[src/rtl/core/i2cm_pkg.sv]
`default_nettype none
// ----------------------------------------------------------------------------
// i2cm_pkg
// Shared types and constants of the I2C master bit engine.
// ----------------------------------------------------------------------------
package i2cm_pkg;

  typedef enum logic [2:0] {
    CMD_IDLE  = 3'd0,
    CMD_START = 3'd1,
    CMD_STOP  = 3'd2,
    CMD_ACK   = 3'd3,
    CMD_NACK  = 3'd4,
    CMD_WACK  = 3'd5,
    CMD_WRITE = 3'd6,
    CMD_READ  = 3'd7
  } i2cm_cmd_t;

  typedef enum logic [1:0] {
    ST_OK         = 2'd0,
    ST_BUS_BUSY   = 2'd1,
    ST_STUCK_HIGH = 2'd2
  } i2cm_start_t;

  localparam logic [15:0] PHASE_TICKS_RST = 16'd100;
  localparam logic [3:0]  BITS_PER_BYTE   = 4'd8;

  typedef struct packed {
    logic [2:0] req_type;
    logic [7:0] tx_byte;
    logic       sda_in;
  } i2cm_in_t;

  typedef struct packed {
    logic       scl_out;
    logic       sda_out;
    logic       busy_res;
    logic       done_res;
    logic [7:0] rx_byte;
    logic       ack_seen;
    logic [1:0] start_status;
  } i2cm_out_t;

  typedef struct packed {
    i2cm_cmd_t   cmd;
    logic [2:0]  step;
    logic [3:0]  bit_cnt;
    logic [15:0] tick_cnt;
    logic [7:0]  shreg;
    logic [7:0]  rx_byte;
    logic        scl;
    logic        sda;
    logic        ack;
    i2cm_start_t start_code;
  } i2cm_state_t;

endpackage : i2cm_pkg
`default_nettype wire

[src/rtl/core/i2cm_step.sv]
`default_nettype none
// ----------------------------------------------------------------------------
// i2cm_step
// One tick of the bit engine: next engine state and the result word.
// ----------------------------------------------------------------------------
module i2cm_step (
  input  var i2cm_pkg::i2cm_state_t st,
  input  var i2cm_pkg::i2cm_in_t    item,
  input  var logic [15:0]           phase_ticks,
  output i2cm_pkg::i2cm_state_t     st_nxt,
  output i2cm_pkg::i2cm_out_t       res
);
  import i2cm_pkg::*;

  // Line levels a phase sets; {scl, sda}.
  function automatic logic [1:0] phase_lvl(i2cm_cmd_t c, logic [2:0] s,
                                           logic [7:0] sh, logic scl, logic sda);
    logic [1:0] l;
    l = {scl, sda};
    case (c)
      CMD_START: l = (s == 3'd0) ? 2'b11 : {scl, 1'b0};
      CMD_STOP: begin
        case (s)
          3'd0:    l = {1'b0, sda};
          3'd1:    l = {scl, 1'b0};
          3'd2:    l = {1'b1, sda};
          default: l = {scl, 1'b1};
        endcase
      end
      CMD_ACK, CMD_NACK: begin
        case (s)
          3'd0:    l = {1'b0, sda};
          3'd1:    l = {scl, (c == CMD_NACK)};
          3'd2:    l = {1'b1, sda};
          default: l = {1'b0, sda};
        endcase
      end
      CMD_WACK: begin
        case (s)
          3'd0:    l = {1'b0, sda};
          3'd1:    l = {scl, 1'b1};
          default: l = {1'b1, sda};
        endcase
      end
      CMD_WRITE: l = (s == 3'd0) ? {1'b0, sh[7]} : {1'b1, sda};
      CMD_READ:  l = (s == 3'd0) ? 2'b01 : {1'b1, sda};
      default:   l = {scl, sda};
    endcase
    return l;
  endfunction

  logic [15:0] limit;
  logic [15:0] tick_inc;
  logic [7:0]  sh_shift;
  logic [3:0]  bit_inc;
  logic        fin;
  logic        adv;
  logic [1:0]  lvl;

  always_comb begin
    st_nxt   = st;
    fin      = 1'b0;
    adv      = 1'b0;
    limit    = (phase_ticks == 16'd0) ? 16'd1 : phase_ticks;
    tick_inc = st.tick_cnt + 16'd1;
    sh_shift = (st.cmd == CMD_READ) ? {st.shreg[6:0], item.sda_in}
                                    : {st.shreg[6:0], 1'b0};
    bit_inc  = st.bit_cnt + 4'd1;
    lvl      = 2'b11;

    if (st.cmd == CMD_IDLE) begin
      if (item.req_type != CMD_IDLE) begin
        st_nxt.cmd      = i2cm_cmd_t'(item.req_type);
        st_nxt.step     = 3'd0;
        st_nxt.bit_cnt  = 4'd0;
        st_nxt.tick_cnt = 16'd0;
        if (item.req_type == CMD_WRITE) begin
          st_nxt.shreg = item.tx_byte;
        end else if (item.req_type == CMD_READ) begin
          st_nxt.shreg = 8'd0;
        end
        lvl        = phase_lvl(i2cm_cmd_t'(item.req_type), 3'd0, st_nxt.shreg,
                               st.scl, st.sda);
        st_nxt.scl = lvl[1];
        st_nxt.sda = lvl[0];
      end
    end else begin
      st_nxt.tick_cnt = tick_inc;
      if (tick_inc >= limit) begin
        st_nxt.tick_cnt = 16'd0;
        adv = 1'b1;
        case (st.cmd)
          CMD_START: begin
            if (st.step == 3'd0 && !item.sda_in) begin
              st_nxt.start_code = ST_BUS_BUSY;
              fin = 1'b1;
            end else if (st.step == 3'd1 && item.sda_in) begin
              st_nxt.start_code = ST_STUCK_HIGH;
              fin = 1'b1;
            end else if (st.step == 3'd2) begin
              st_nxt.start_code = ST_OK;
              fin = 1'b1;
            end
          end
          CMD_STOP, CMD_ACK, CMD_NACK: fin = (st.step == 3'd3);
          CMD_WACK: begin
            if (st.step == 3'd2) begin
              st_nxt.ack = !item.sda_in;
              st_nxt.scl = 1'b0;
              fin = 1'b1;
            end
          end
          CMD_WRITE, CMD_READ: begin
            if (st.step == 3'd1) begin
              st_nxt.shreg   = sh_shift;
              st_nxt.bit_cnt = bit_inc;
              if (bit_inc >= BITS_PER_BYTE) begin
                if (st.cmd == CMD_READ) st_nxt.rx_byte = sh_shift;
                st_nxt.scl = 1'b0;
                fin = 1'b1;
              end else begin
                // next bit restarts at the low phase
                st_nxt.step = 3'd0;
                lvl         = phase_lvl(st.cmd, 3'd0, sh_shift, st.scl, st.sda);
                st_nxt.scl  = lvl[1];
                st_nxt.sda  = lvl[0];
                adv         = 1'b0;
              end
            end
          end
          default: fin = 1'b1;
        endcase

        if (fin) begin
          st_nxt.cmd     = CMD_IDLE;
          st_nxt.step    = 3'd0;
          st_nxt.bit_cnt = 4'd0;
        end else if (adv) begin
          st_nxt.step = st.step + 3'd1;
          lvl         = phase_lvl(st.cmd, st.step + 3'd1, st_nxt.shreg,
                                  st_nxt.scl, st_nxt.sda);
          st_nxt.scl  = lvl[1];
          st_nxt.sda  = lvl[0];
        end
      end
    end

    res.scl_out      = st_nxt.scl;
    res.sda_out      = st_nxt.sda;
    res.busy_res     = (st_nxt.cmd != CMD_IDLE);
    res.done_res     = fin;
    res.rx_byte      = st_nxt.rx_byte;
    res.ack_seen     = st_nxt.ack;
    res.start_status = st_nxt.start_code;
  end

endmodule : i2cm_step
`default_nettype wire

[src/rtl/core/i2c_master_bit_engine.sv]
`default_nettype none
// ----------------------------------------------------------------------------
// i2c_master_bit_engine
// Open-drain I2C master bit engine, one input word per engine tick.
// ----------------------------------------------------------------------------
// Each input word is one tick of the engine: an optional command, the byte to
// send and the sampled SDA level. Each accepted word yields exactly one result
// word with the SCL/SDA drive levels, busy, done, the last received byte, the
// last ack result and the last start status. One word is taken every cycle
// while the result side keeps up; it passes an input register and the tick
// logic and lands in the result register. The result and input registers
// each hold one word, so a stalled output side stops intake only once both
// are full. Every phase lasts phase_ticks ticks (zero acts as one); commands
// that arrive while busy are dropped. The user must write the phase_ticks
// register through the cfg port only while idle; the block does not enforce it.
// ----------------------------------------------------------------------------
module i2c_master_bit_engine (
  input  var logic                 clk,
  input  var logic                 rst_n,
  // input words
  input  var logic                 in_valid,
  output logic                     in_ready,
  input  var i2cm_pkg::i2cm_in_t   in_data,
  // result words
  output logic                     out_valid,
  input  var logic                 out_ready,
  output i2cm_pkg::i2cm_out_t      out_data,
  // configuration: phase_ticks
  input  var logic                 cfg_valid,
  output logic                     cfg_ready,
  input  var logic [15:0]          cfg_data
);
  import i2cm_pkg::*;

  logic [15:0]  phase_ticks_r;
  logic         in_vld_r;
  i2cm_in_t     in_item_r;
  logic         out_vld_r;
  i2cm_out_t    out_item_r;
  i2cm_state_t  st_r;
  i2cm_state_t  st_nxt;
  i2cm_out_t    res;
  logic         adv;

  // tick logic fires when a word waits and the result slot is free
  assign adv       = in_vld_r && (!out_vld_r || out_ready);
  assign in_ready  = !in_vld_r || adv;
  assign cfg_ready = 1'b1;
  assign out_valid = out_vld_r;
  assign out_data  = out_item_r;

  i2cm_step u_step (
    .st          (st_r),
    .item        (in_item_r),
    .phase_ticks (phase_ticks_r),
    .st_nxt      (st_nxt),
    .res         (res)
  );

  always_ff @(posedge clk) begin
    if (!rst_n) begin
      phase_ticks_r    <= PHASE_TICKS_RST;
      in_vld_r         <= 1'b0;
      out_vld_r        <= 1'b0;
      st_r.cmd         <= CMD_IDLE;
      st_r.step        <= 3'd0;
      st_r.bit_cnt     <= 4'd0;
      st_r.tick_cnt    <= 16'd0;
      st_r.shreg       <= 8'd0;
      st_r.rx_byte     <= 8'd0;
      st_r.scl         <= 1'b1;
      st_r.sda         <= 1'b1;
      st_r.ack         <= 1'b0;
      st_r.start_code  <= ST_OK;
    end else begin
      if (cfg_valid) phase_ticks_r <= cfg_data;
      // input register
      if (in_ready) in_vld_r <= in_valid;
      // engine state and result register
      if (adv) begin
        st_r      <= st_nxt;
        out_vld_r <= 1'b1;
      end else if (out_ready) begin
        out_vld_r <= 1'b0;
      end
    end
  end

  // payload registers, no reset
  always_ff @(posedge clk) begin
    if (in_ready && in_valid) in_item_r <= in_data;
    if (adv) out_item_r <= res;
  end

endmodule : i2c_master_bit_engine
`default_nettype wire

[config.mk]
export PLATFORM = sky130hd
export DESIGN_NAME = i2c_master_bit_engine
export DESIGN_NICKNAME = d
export VERILOG_FILES = /design/src/rtl/core/i2cm_pkg.sv /design/src/rtl/core/i2cm_step.sv /design/src/rtl/core/i2c_master_bit_engine.sv
export SDC_FILE = /design/constraint.sdc
export NUM_CORES = 1
export LEC_CHECK = 0
export ABC_AREA = 1
export BUFFER_PORTS_ARGS = -buffer_cell sky130_fd_sc_hd__buf_2
export CORE_MARGIN = 5
export CORE_UTILIZATION = 55
export CTS_CLUSTER_DIAMETER = 30
export DETAILED_ROUTE_END_ITERATION = 7
export PLACE_DENSITY = 0.83
export SETUP_SLACK_MARGIN = 0.15
export SLEW_MARGIN = 0
export SYNTH_ARGS = -nofsm -noshare
export SYNTH_HDL_FRONTEND = slang
export SYNTH_SLANG_ARGS = --single-unit
[constraint.sdc]
create_clock -name clk -period 7.21 [get_ports clk]
set_clock_uncertainty 0.15 [all_clocks]
set_input_delay 0.3605 -clock clk [delete_from_list [all_inputs] [get_ports clk]]
set_output_delay 0.3605 -clock clk [all_outputs]
set_load 0.05 [all_outputs]
; ---- Yosys cells after proc, flatten, opt, wreduce, memory -nomap -nowiden
; Cells that the tools add are included.
; W data, S select, Z words.
[totals]
reg_bits = 92
in_bits = 33
out_inout_bits = 18
wordCells = 149
[op_classes]
add_sub_neg = 3
n_lt_le_gt_ge = 2
eq_ne = 22
mux = 63
n_bitwise = 1
n_reduce_logical = 34
[ops]
columns = op, count
row1 = $mux W34, 2
row2 = $mux W47, 1
row3 = $mux W8, 5
row4 = $mux W16, 2
row5 = $mux W2, 16
row6 = $eq A3 B3 Y1 const B, 8
row7 = $eq A3 B2 Y1 const B, 7
row8 = $mux W1, 20
row9 = $mux W18, 1
row10 = $add A16 B1 Y16 const B, 1
row11 = $ge A16 B16 Y1, 1
row12 = $logic_not A16 Y1, 1
row13 = $pmux W2 S4, 2
row14 = $mux W3, 5
row15 = $mux W7, 2
row16 = $eq A3 B1 Y1 const B, 4
row17 = $pmux W2 S6, 1
row18 = $reduce_and A6 Y1, 2
row19 = $reduce_bool A3 Y1, 4
row20 = $logic_not A3 Y1, 3
row21 = $pmux W2 S2, 2
row22 = $reduce_bool A2 Y1, 4
row23 = $reduce_bool A4 Y1, 2
row24 = $reduce_or A4 Y1, 2
row25 = other kinds (19), 27

; ---- Depth between registers and ports, before layout
; Gate-level depths: netlist (run 1).
[logic_depth]
word_depth = 18
mapped_depth = 23
depth_no_buf = 23

; ---- Modules after synthesis
; From an unflattened synthesis (run 1), not the netlist that was laid out.
[unflattened]
cells_unflattened = 869
hier_area_um2 = 5931.9
[by_module_without_submodules]
columns = mod, n_inst, cells_per_inst, area_each_um2, seq_area_each_um2
row1 = i2c_master_bit_engine, 1, 414, 3525.9, 2112.0
row2 = i2cm_step, 1, 455, 2406.1, 0.0

; ---- Worst setup path before layout (run 1)
; OpenSTA, ideal clock, no wires.
[synth_timing]
kind = flip-flop to flip-flop
start = register st_r[21] (netlist name)
end = register st_r[13] (netlist name)
arrival_time_ns = 2.724
path_slack_ns = 4.221
stages_incl_launch_ff = 21
n_path_buf = 0
path_cell_list = dfxtp_1 > ha_1 > nand2_1 > nor2_2 > nand2_1 > nor2_2 > nand3_2 > nor2_2 > nand3_2 > o21ai_1 > nand2_1 > ha_1 > nand4_1 > nor2_1 > nand3_1 > nand4_1 > nand2_2 > nor2_4 > inv_2 > nor2_1 > nor2_1
[synth_via]
elab_chain_len = 4
[synth_rtl]
columns = item, line
row1 = start: declaration, i2c_master_bit_engine.sv:40  ; i2cm_state_t st_r;
row2 = start signal: assignment, i2c_master_bit_engine.sv:81  ; st_r <= st_nxt;
row3 = $add A16 B1 Y16, i2cm_step.sv:65  ; tick_inc = st.tick_cnt + 16'd1;
row4 = $ge A16 B16 Y1, i2cm_step.sv:89  ; if (tick_inc >= limit) begin
row5 = $reduce_bool A2 Y1 (no line), --
row6 = $reduce_and A6 Y1 (no line), --
; Every way passes these cells.
; A chain may end at the register's enable or synchronous reset.

==> impl_metrics.py, run 1 <==
metrics = {
    "critical_path": {
        "critPathBufInv": 0,
        "max_stage_delay_ps": 750,
        "cp_data_arrival_time_ps": 4270,
        "reg2reg_setup_slack_ps": 2900,
        "slowest_stage": "nand3_1",
        "critPathMaxFanout": 32,
        "worst_ep_required_time_ps": 7170,
        "cp-start-kind": "register",
        "criticalPathCategory": "reg -> reg",
        "cp-end-kind": "register",
        "path_cells": "ha_1 > nand2_1 > nor2_2 > nand2_1 > nor2_2 > nand3_2 > nor2_2 > nand3_2 > o21ai_1 > nand2_1 > ha_1 > nand4_1 > nor2_1 > nand3_1 > nand3_1 > o21ai_0 > a21oi_1 > nand3b_1",
        "path_delay_family": "simple AND/OR/NAND/NOR gates",
    },
    "synth": {
        "synth_cells": 704,
        "synth_top_area_share_pct": 25.0,
        "yosysUniqueCellTypes": 40,
        "yosysSeqAreaShare_pct": 40.5,
        "synth_edf_count": 27,
        "avgSynthCellArea_sq_um": 7.40,
        "netlist_area_sq_um": 5210,
        "ys_warn_count": 0,
        "syn-num-nets": 761,
        "yosys.area.top_type": "dfxtp_1",
        "yosysMostFrequentCell": "nand2_1",
        "synth_common_cells": "nand2_1 (140), inv_1 (101), o21ai_0 (76), nor2_1 (72), dfxtp_1 (65)",
        "ys_dominant_reg_cell": "dfxtp_1",
        "ys_seq_elements": 92,
        "synthTopCellsByArea": "dfxtp_1 (25%), edfxtp_1 (16%), nand2_1 (10%), o21ai_0 (7.3%), inv_1 (7.3%)",
        "synthArstFlopShare_pct": 0,
    },
    "placed_design": {
        "place.gp.congestion": 0.897,
        "portBuffers": 49,
        "dpl.hpwl_mm": 8.45,
    },
    "timing": {
        "fmax_mhz": 232,
        "post-route-period-util_pct": 59.8,
        "slew_viol_final": 0,
        "rsz0062_at_grt": "false",
        "setup_violations": 0,
        "min_period_ps": 4310,
        "tightest_slew_ps": 1100,
        "maxSlewHeadroom_pct": 26.4,
        "tns_ps": 0,
        "hold_viol": 0,
    },
    "detailed_routing": {
        "via_per_inst": 5.31,
        "wl_per_cell_um": 13.1,
        "finalWirelength_mm": 11.5,
        "ant_nets": 0,
        "firstDrtPassIters": 5,
        "drtIter0Drc": 359,
        "drc": 0,
        "vias": 4681,
    },
    "global_routing": {
        "grt_pass1_wl_mm": 19.5,
        "grt_usage_pct": 20.8,
        "overflow": 0,
        "grt_max_degree": 39,
        "antenna_found_initial": 0,
        "grt_pass1_vias": 4285,
    },
    "finish": {
        "num_antenna_cells": 0,
        "layout-drive-gt1-share_pct": 13.3,
        "nNetsFinal": 805,
        "area_growth_pct": 10.2,
    },
    "pwr": {
        "max-vdd-ir-drop_v": 0.000125,
        "p_leak_nw": 2.71,
        "p_per_area_nw_per_um2": 187,
        "total_power_mw": 1.07,
    },
    "status": {
        "status": "completed",
    },
    "hold_path": {
        "hp-class": "in -> reg",
    },
    "clock_tree": {
        "clockBufferDepth": 2,
        "htree_levels": 3,
        "clk_pin_slew_ps": 100,
        "post_cts.repair.setup_buffers": 0,
        "cts_tree": "built",
        "root_buffer": "clkbuf_8",
        "clock-sinks": 92,
        "clk-insertion-delay-late_ps": 380,
        "cts_buffers": 9,
    },
    "floorplanning": {
        "dieArea_sq_um": 11500,
        "start_util_pct": 56.4,
        "pin_count": 51,
        "core-area_sq_um": 9240,
        "fp.dieW_um": 107,
        "rows": 35,
        "die_y_um": 107,
    },
    "job": {
        "maxCapViolCount": 0,
    },
}
-- registers in the layout, indices dropped and copies added (netlist names) --
signal / cells
in_item_r: 12
out_valid: 1
out_data: 15
st_r: 47
in_vld_r: 1
phase_ticks_r: 16
-- per-layer routing --
metal	wire [um]	global-route usage, %	share of wire (%)	up-vias
met1	5310	28.3	46	2136
met2	5290	32.6	46	141
met4	225	8.58	2.0	0
met5	0	0	0	-
li1	-	-	-	2384
met3	689	3.90	6.0	20
-- power breakdown --
group | internal, mW | switching [mW] | total, mW | leakage [nW]
Combinational | 0.0557 | 0.121 | 0.176 | 1.83
Sequential | 0.561 | 0.0199 | 0.580 | 0.792
Clock | 0.128 | 0.189 | 0.317 | 0.0872
-- repair_timing --
action | 4_1_cts | 5_1_grt
resized for setup | 0 | 0
hold endpoints to repair | 1 | 5
hold buffers | 1 | 5
-- cells by family (layout without fill, tap and decap cells) --
group | count (synthesis) | after routing | share of synthesized area [%]
simple gates | 283 | 283 | 24.5
compound gates | 161 | 161 | 16.6
buf+inv | 129 | 178 | 10.0
flops | 92 | 92 | 40.5
fa+ha+maj | 24 | 24 | 5.77
xor+xnor | 14 | 14 | 2.50
other cells | 1 | 1 | 0.0720
-- per-stage QoR --
step | worst slack, ps | instances | cell area (sq um) | hold WS (ps) | utilization [%]
after floorplan | 4220 | 704 | 5210 | 288 | -
after global routing | 2320 | 882 | 5740 | 0.724 | 62.1
after CTS | 2930 | 877 | 5690 | 2.41 | 61.6
after detailed placement | 2950 | 860 | 5510 | 319 | 59.6
final | 2900 | 882 | 5740 | 10.3 | 62.1
after global placement | 3220 | 860 | 5510 | 296 | 59.6
-- final timing paths --
path,start,to,cells after the start
hold / removal,in_data[1],in_item_r[1]$_DFFE_PP_,1
setup reg to reg,st_r[21]$_SDFFE_PN0P_,out_data[12]$_DFFE_PP_,18
setup / recovery,st_r[21]$_SDFFE_PN0P_,out_data[12]$_DFFE_PP_,18
hold reg to reg,phase_ticks_r[8]$_SDFFE_PN0P_,phase_ticks_r[8]$_SDFFE_PN0P_,2
-- layout make-up --
type,count,area [sq um]
clock buffers,10,128
clock inverters,6,47.5
fillers,795,3500
inverters,105,397
multi-input cells,483,2570
flip-flops and latches,92,2110
well taps,129,161
repair buffers,57,320
-- placed cells by master, fill, tap and decap left out, types with 2 or more instances in the layout --
master	synthesis	routed
nand2_1	140	140
inv_1	101	101
o21ai_0	76	76
nor2_1	72	72
dfxtp_1	65	65
a21oi_1	50	50
buf_2	7	49
nand3_1	29	29
edfxtp_1	27	27
ha_1	24	24
o21ai_1	15	15
a22oi_1	14	14
xor2_1	11	11
clkbuf_8	0	9
nor2_2	8	8
nand3_2	6	6
dlygate4sd3_1	0	6
nor4_1	5	5
nand4_1	5	5
nand2_2	5	5
nor3_1	4	4
inv_2	3	3
nor2_4	3	3
xnor2_1	2	2
clkinv_4	0	2
inv_6	0	2
buf_4	5	2
Power figures use the tool's default switching activity.
==> run 2: changes to the inputs <==
==> constraint.sdc (replaced) <==
create_clock -name clk -period 4.3 [get_ports clk]
set_clock_uncertainty 0.15 [all_clocks]
set_input_delay 0.215 -clock clk [delete_from_list [all_inputs] [get_ports clk]]
set_output_delay 0.215 -clock clk [all_outputs]
set_load 0.05 [all_outputs]
==> impl_metrics.py, run 2 (synthesized netlist as in run 1, its figures left out) <==
metrics = {
    "status": {
        "status": "completed",
    },
    "critical_path": {
        "cp-end-kind": "register",
        "path_cells": "ha_1 > nand2_1 > nor2_2 > nand2_1 > nor2_2 > nand3_2 > nor2_2 > nand3_2 > o21ai_1 > nand2_1 > ha_1 > nand4_1 > nor2_1 > nand3_1 > nand3_1 > buf_4 > o21ai_0 > a21oi_1 > nand3b_1",
        "cp-start-kind": "register",
        "reg2reg_setup_slack_ps": 570,
        "timing.rr.start": "st_r[21]$_SDFFE_PN0P_",
        "worst_setup_path_startpoint": "st_r[21]$_SDFFE_PN0P_",
        "criticalPathCategory": "reg -> reg",
        "r2r_cells": 19,
        "critPathBufInv": 1,
        "endpoint": "out_data[12]$_DFFE_PP_",
        "slowest_stage": "dfxtp_1",
        "max_stage_delay_ps": 410,
        "path_delay_family": "simple AND/OR/NAND/NOR gates",
        "cp_data_arrival_time_ps": 3690,
        "worst_ep_required_time_ps": 4260,
        "critPathMaxFanout": 32,
        "cp.depth": 19,
        "worstReg2RegEnd": "out_data[12]$_DFFE_PP_",
    },
    "pwr": {
        "max-vdd-ir-drop_v": 0.000195,
        "netSwitchingPower_uw": 569,
        "power_frac_seq_pct": 51.5,
        "p_int_mw": 1.32,
        "pwr-share-comb_pct": 17.1,
        "p_leak_nw": 2.83,
        "pwr-share-clk_pct": 31.4,
        "switching_share_pct": 30.0,
        "p_per_area_nw_per_um2": 314,
        "total_power_mw": 1.89,
    },
    "detailed_routing": {
        "firstDrtPassIters": 5,
        "finalWirelength_mm": 13.1,
        "drc": 0,
        "via_per_inst": 5.43,
        "drtIter0Drc": 423,
        "vias": 4935,
        "ant_nets": 0,
        "wl_per_cell_um": 14.4,
    },
    "clock_tree": {
        "clk-insertion-delay-late_ps": 370,
        "clk_pin_slew_ps": 90,
        "post_cts.repair.setup_buffers": 0,
        "root_buffer": "clkbuf_8",
        "htree_levels": 3,
        "cts_buffers": 9,
        "clock-sinks": 92,
        "cts_tree": "built",
        "clockBufferDepth": 2,
    },
    "timing": {
        "min_period_ps": 3730,
        "tightest_slew_ps": 714,
        "maxSlewHeadroom_pct": 52.3,
        "worst_slack_ps": 571,
        "setup_violations": 0,
        "tns_ps": 0,
        "post-route-period-util_pct": 86.7,
        "rsz0062_at_grt": "false",
        "hold_viol": 0,
        "slew_viol_final": 0,
        "fmax_mhz": 268,
    },
    "floorplanning": {
        "die_y_um": 107,
        "dieArea_sq_um": 11500,
        "fp.dieW_um": 107,
        "core-area_sq_um": 9240,
        "pin_count": 51,
        "start_util_pct": 56.4,
        "rows": 35,
    },
    "global_routing": {
        "grt_max_degree": 39,
        "grt_usage_pct": 23.0,
        "antenna_found_initial": 0,
        "grtUsageMet2_pct": 39.4,
        "grt_pass1_vias": 4624,
        "grt_pass1_wl_mm": 21.2,
        "top_usage_layer": "met2",
        "overflow": 0,
        "met3_usage_pct": 4.44,
        "grt_util_met1_pct": 28.5,
    },
    "finish": {
        "layout-drive-gt1-share_pct": 12.9,
        "nNetsFinal": 832,
        "final_common_cell": "nand2_1",
        "area_growth_pct": 15.8,
        "most-common-layout-cells": "nand2_1 (140), inv_1 (101), o21ai_0 (76)",
        "fillers": 746,
        "fin_area_sq_um": 6030,
        "largest_register_ffs": 47,
        "postLayoutCoreUtil_pct": 65.3,
        "top_register": "st_r",
        "num_antenna_cells": 0,
    },
    "placed_design": {
        "place.gp.congestion": 0.940,
        "place_area_sq_um": 5510,
        "post-place-ws_ps": 661,
        "dpl.hpwl_mm": 8.65,
        "portBuffers": 49,
    },
    "hold_path": {
        "hp-class": "in -> reg",
    },
    "job": {
        "maxCapViolCount": 0,
    },
}
-- run 2: changes by cell type in the layout (fill, tap and decap cells not counted), sizes merged --
cell and delta:
inv -1, dlygate4sd3 +26, buf +1, bufinv +1
-- run 2: metrics by stage --
step | cells | hold WS [ps]
after CTS | 909 | 0.961
after global placement | 861 | 243
after floorplan | 704 | 164
after detailed placement | 861 | 243
final | 909 | 6.69
after global routing | 909 | 15.5
-- run 2: worst min path at each step --
stage / start / endpoint / cells past startpoint
floorplan: in_data[0] / in_item_r[0]$_DFFE_PP_ / 0
global placement: in_data[8] / in_item_r[8]$_DFFE_PP_ / 1
detailed placement: in_data[9] / in_item_r[9]$_DFFE_PP_ / 1
CTS: cfg_data[10] / phase_ticks_r[10]$_SDFFE_PN0P_ / 3
global route: cfg_data[4] / phase_ticks_r[4]$_SDFFE_PN0P_ / 3
finish: cfg_data[4] / phase_ticks_r[4]$_SDFFE_PN0P_ / 3
-- run 2: timing repair --
| action | 4_1_cts | 5_1_grt |
|---|---|---|
| hold buffers | 32 | 0 |
| endpoints found under the hold margin | 26 | 0 |
| resized for setup | 0 | 0 |
-- run 2: worst min-delay path, cell delays in order --
cell and delay [ps]:
buf_2 70, o21ai_0 80, a21oi_1 110
-- run 2: power by group through the flow --
| stage | combinational [mW] | clock (mW) | sequential, mW |
|---|---|---|---|
| 4_1_cts | 0.314 | 0.600 | 0.973 |
| 3_3_place_gp | 0.280 | 0 | 0.990 |
| 6_report | 0.323 | 0.595 | 0.974 |
| 2_1_floorplan | 0.199 | 0 | 1.01 |
| 3_5_place_dp | 0.289 | 0 | 0.993 |
| 5_1_grt | 0.359 | 0.639 | 0.979 |
-- run 2: cell type report --
class / count / area, sq um / area share [%]
multi-input combinational: 483 / 2570 / 42.7
sequential: 92 / 2110 / 35.0
timing repair buffer: 84 / 588 / 9.75
inverter: 105 / 397 / 6.57
tap: 129 / 161 / 2.68
clock buffer: 10 / 128 / 2.12
clock inverter: 6 / 72.6 / 1.20
-- run 2: routing by layer --
layer  wire length (um)  vias up
met4                288        0
met3                838       31
met1               5660     2272
met2               6340      193
met5                  0        -
li1                   -     2439
==> run 3: changes to the inputs <==
--- a/config.mk
+++ b/config.mk
@@ -11,7 +11,7 @@
 export CORE_UTILIZATION = 55
 export CTS_CLUSTER_DIAMETER = 30
 export DETAILED_ROUTE_END_ITERATION = 7
-export PLACE_DENSITY = 0.83
+export PLACE_DENSITY = 0.75
 export SETUP_SLACK_MARGIN = 0.15
 export SLEW_MARGIN = 0
 export SYNTH_ARGS = -nofsm -noshare
==> impl_metrics.py, run 3 (synthesized netlist as in run 1, its figures left out) <==
metrics = {
    "timing": {
        "fmax_mhz": 266,
        "tns_ps": 0,
        "rsz0062_at_grt": "false",
        "post-route-period-util_pct": 87.4,
        "worst_slack_ps": 543,
        "hold_viol": 0,
        "maxSlewHeadroom_pct": 52.9,
        "holdWs_ps": 13.8,
        "setup_violations": 0,
        "slew_viol_final": 0,
        "tightest_slew_ps": 706,
        "min_period_ps": 3760,
    },
    "placed_design": {
        "place_area_sq_um": 5510,
        "place_inst": 861,
        "portBuffers": 49,
        "post-place-ws_ps": 612,
        "place.gp.congestion": 0.923,
        "dpl.hpwl_mm": 8.70,
    },
    "pwr": {
        "netSwitchingPower_uw": 565,
        "pwr-share-comb_pct": 16.8,
        "p_int_mw": 1.34,
        "p_per_area_nw_per_um2": 315,
        "pwr-share-clk_pct": 32.0,
        "switching_share_pct": 29.7,
        "p_leak_nw": 2.83,
        "max-vdd-ir-drop_v": 0.000225,
        "power_frac_seq_pct": 51.1,
    },
    "critical_path": {
        "max_stage_delay_ps": 390,
        "path_delay_family": "simple AND/OR/NAND/NOR gates",
        "worst_ep_required_time_ps": 4250,
        "path_cells": "ha_1 > nand2_1 > nor2_2 > nand2_1 > nor2_2 > nand3_2 > nor2_2 > nand3_2 > o21ai_1 > nand2_1 > ha_1 > nand4_1 > nor2_1 > nand3_1 > nand3_1 > buf_4 > o21ai_0 > a21oi_1 > nand3b_1",
        "critPathMaxFanout": 32,
        "cp-start-kind": "register",
        "timing.rr.start": "st_r[21]$_SDFFE_PN0P_",
        "critPathBufInv": 1,
        "worst_setup_path_startpoint": "st_r[21]$_SDFFE_PN0P_",
        "cp-end-kind": "register",
        "slowest_stage": "dfxtp_1",
        "cp_data_arrival_time_ps": 3710,
        "criticalPathCategory": "reg -> reg",
    },
    "global_routing": {
        "grt_max_degree": 39,
        "grt_usage_pct": 22.4,
        "grt_pass1_wl_mm": 20.8,
        "overflow": 0,
        "antenna_found_initial": 0,
        "grt_pass1_vias": 4506,
    },
    "finish": {
        "largest_register_ffs": 47,
        "nNetsFinal": 830,
        "fin_area_sq_um": 6030,
        "layout-drive-gt1-share_pct": 13.0,
        "fin_cells": 907,
        "num_antenna_cells": 0,
        "top_register": "st_r",
        "final_common_cell": "nand2_1",
        "most-common-layout-cells": "nand2_1 (140), inv_1 (101), o21ai_0 (76)",
        "area_growth_pct": 15.7,
    },
    "clock_tree": {
        "htree_levels": 3,
        "cts_buffers": 9,
        "clk_pin_slew_ps": 90,
        "cts_hold_buf": 30,
        "cts_tree": "built",
        "root_buffer": "clkbuf_8",
        "cts_resized": 0,
        "post_cts.repair.setup_buffers": 0,
        "clk-insertion-delay-late_ps": 370,
        "clockBufferDepth": 2,
        "clock-sinks": 92,
    },
    "floorplanning": {
        "die_y_um": 107,
        "dieArea_sq_um": 11500,
        "pin_count": 51,
        "fp.dieW_um": 107,
        "start_util_pct": 56.4,
        "rows": 35,
        "core-area_sq_um": 9240,
    },
    "detailed_routing": {
        "drc": 0,
        "drtIter0Drc": 290,
        "wl_per_cell_um": 13.6,
        "ant_nets": 0,
        "firstDrtPassIters": 5,
        "via_per_inst": 5.24,
        "finalWirelength_mm": 12.3,
        "vias": 4753,
    },
    "job": {
        "maxCapViolCount": 0,
    },
    "hold_path": {
        "worst_hold_startpoint": "cfg_data[15]",
        "hp-class": "in -> reg",
    },
    "status": {
        "status": "completed",
    },
}
-- run 3: cell type report --
type / instances / area [sq um]
flip-flops and latches: 92 / 2110
multi-input cells: 483 / 2570
repair buffers: 82 / 568
clock inverters: 4 / 36.3
clock buffers: 12 / 178
fillers: 808 / 3210
inverters: 105 / 397
well taps: 129 / 161
-- run 3: power groups by stage --
stage | sequential, mW | clock, mW | combinational [mW]
2_1_floorplan | 1.01 | 0 | 0.199
3_3_place_gp | 0.990 | 0 | 0.285
3_5_place_dp | 0.992 | 0 | 0.293
4_1_cts | 0.972 | 0.623 | 0.316
5_1_grt | 0.978 | 0.660 | 0.361
6_report | 0.973 | 0.609 | 0.320
-- run 3: layer usage --
layer | GRT usage (%) | wire length [um]
met5 | 0 | 0
met4 | 6.21 | 155
met3 | 4.56 | 752
met2 | 37.3 | 5800
met1 | 29.5 | 5610
-- run 3: worst reg2reg max path: stages, from the launching register on --
cell      delay [ps]
dfxtp_1          390
ha_1             210
nand2_1           80
nor2_2           130
nand2_1           80
nor2_2           150
nand3_2          120
nor2_2           150
nand3_2          110
o21ai_1          140
nand2_1           80
ha_1             300
nand4_1          120
nor2_1           150
nand3_1          100
nand3_1          100
buf_4            320
o21ai_0          270
a21oi_1          250
nand3b_1         110
-- run 3: final timing paths --
path	cells after the start	slack (ps)	end
worst max-delay path	19	540	out_data[12]$_DFFE_PP_
worst max register to register	19	540	out_data[12]$_DFFE_PP_
worst min register to register	2	330	st_r[43]$_SDFFE_PN0P_
worst min-delay path	3	10	phase_ticks_r[15]$_SDFFE_PN0P_
-- run 3: metrics by stage --
stage | total power [mW] | utilization [%]
6_report | 1.90 | 65.2
4_1_cts | 1.91 | 65.2
2_1_floorplan | 1.21 | -
3_5_place_dp | 1.28 | 59.7
3_3_place_gp | 1.27 | 59.7
5_1_grt | 2.00 | 65.2
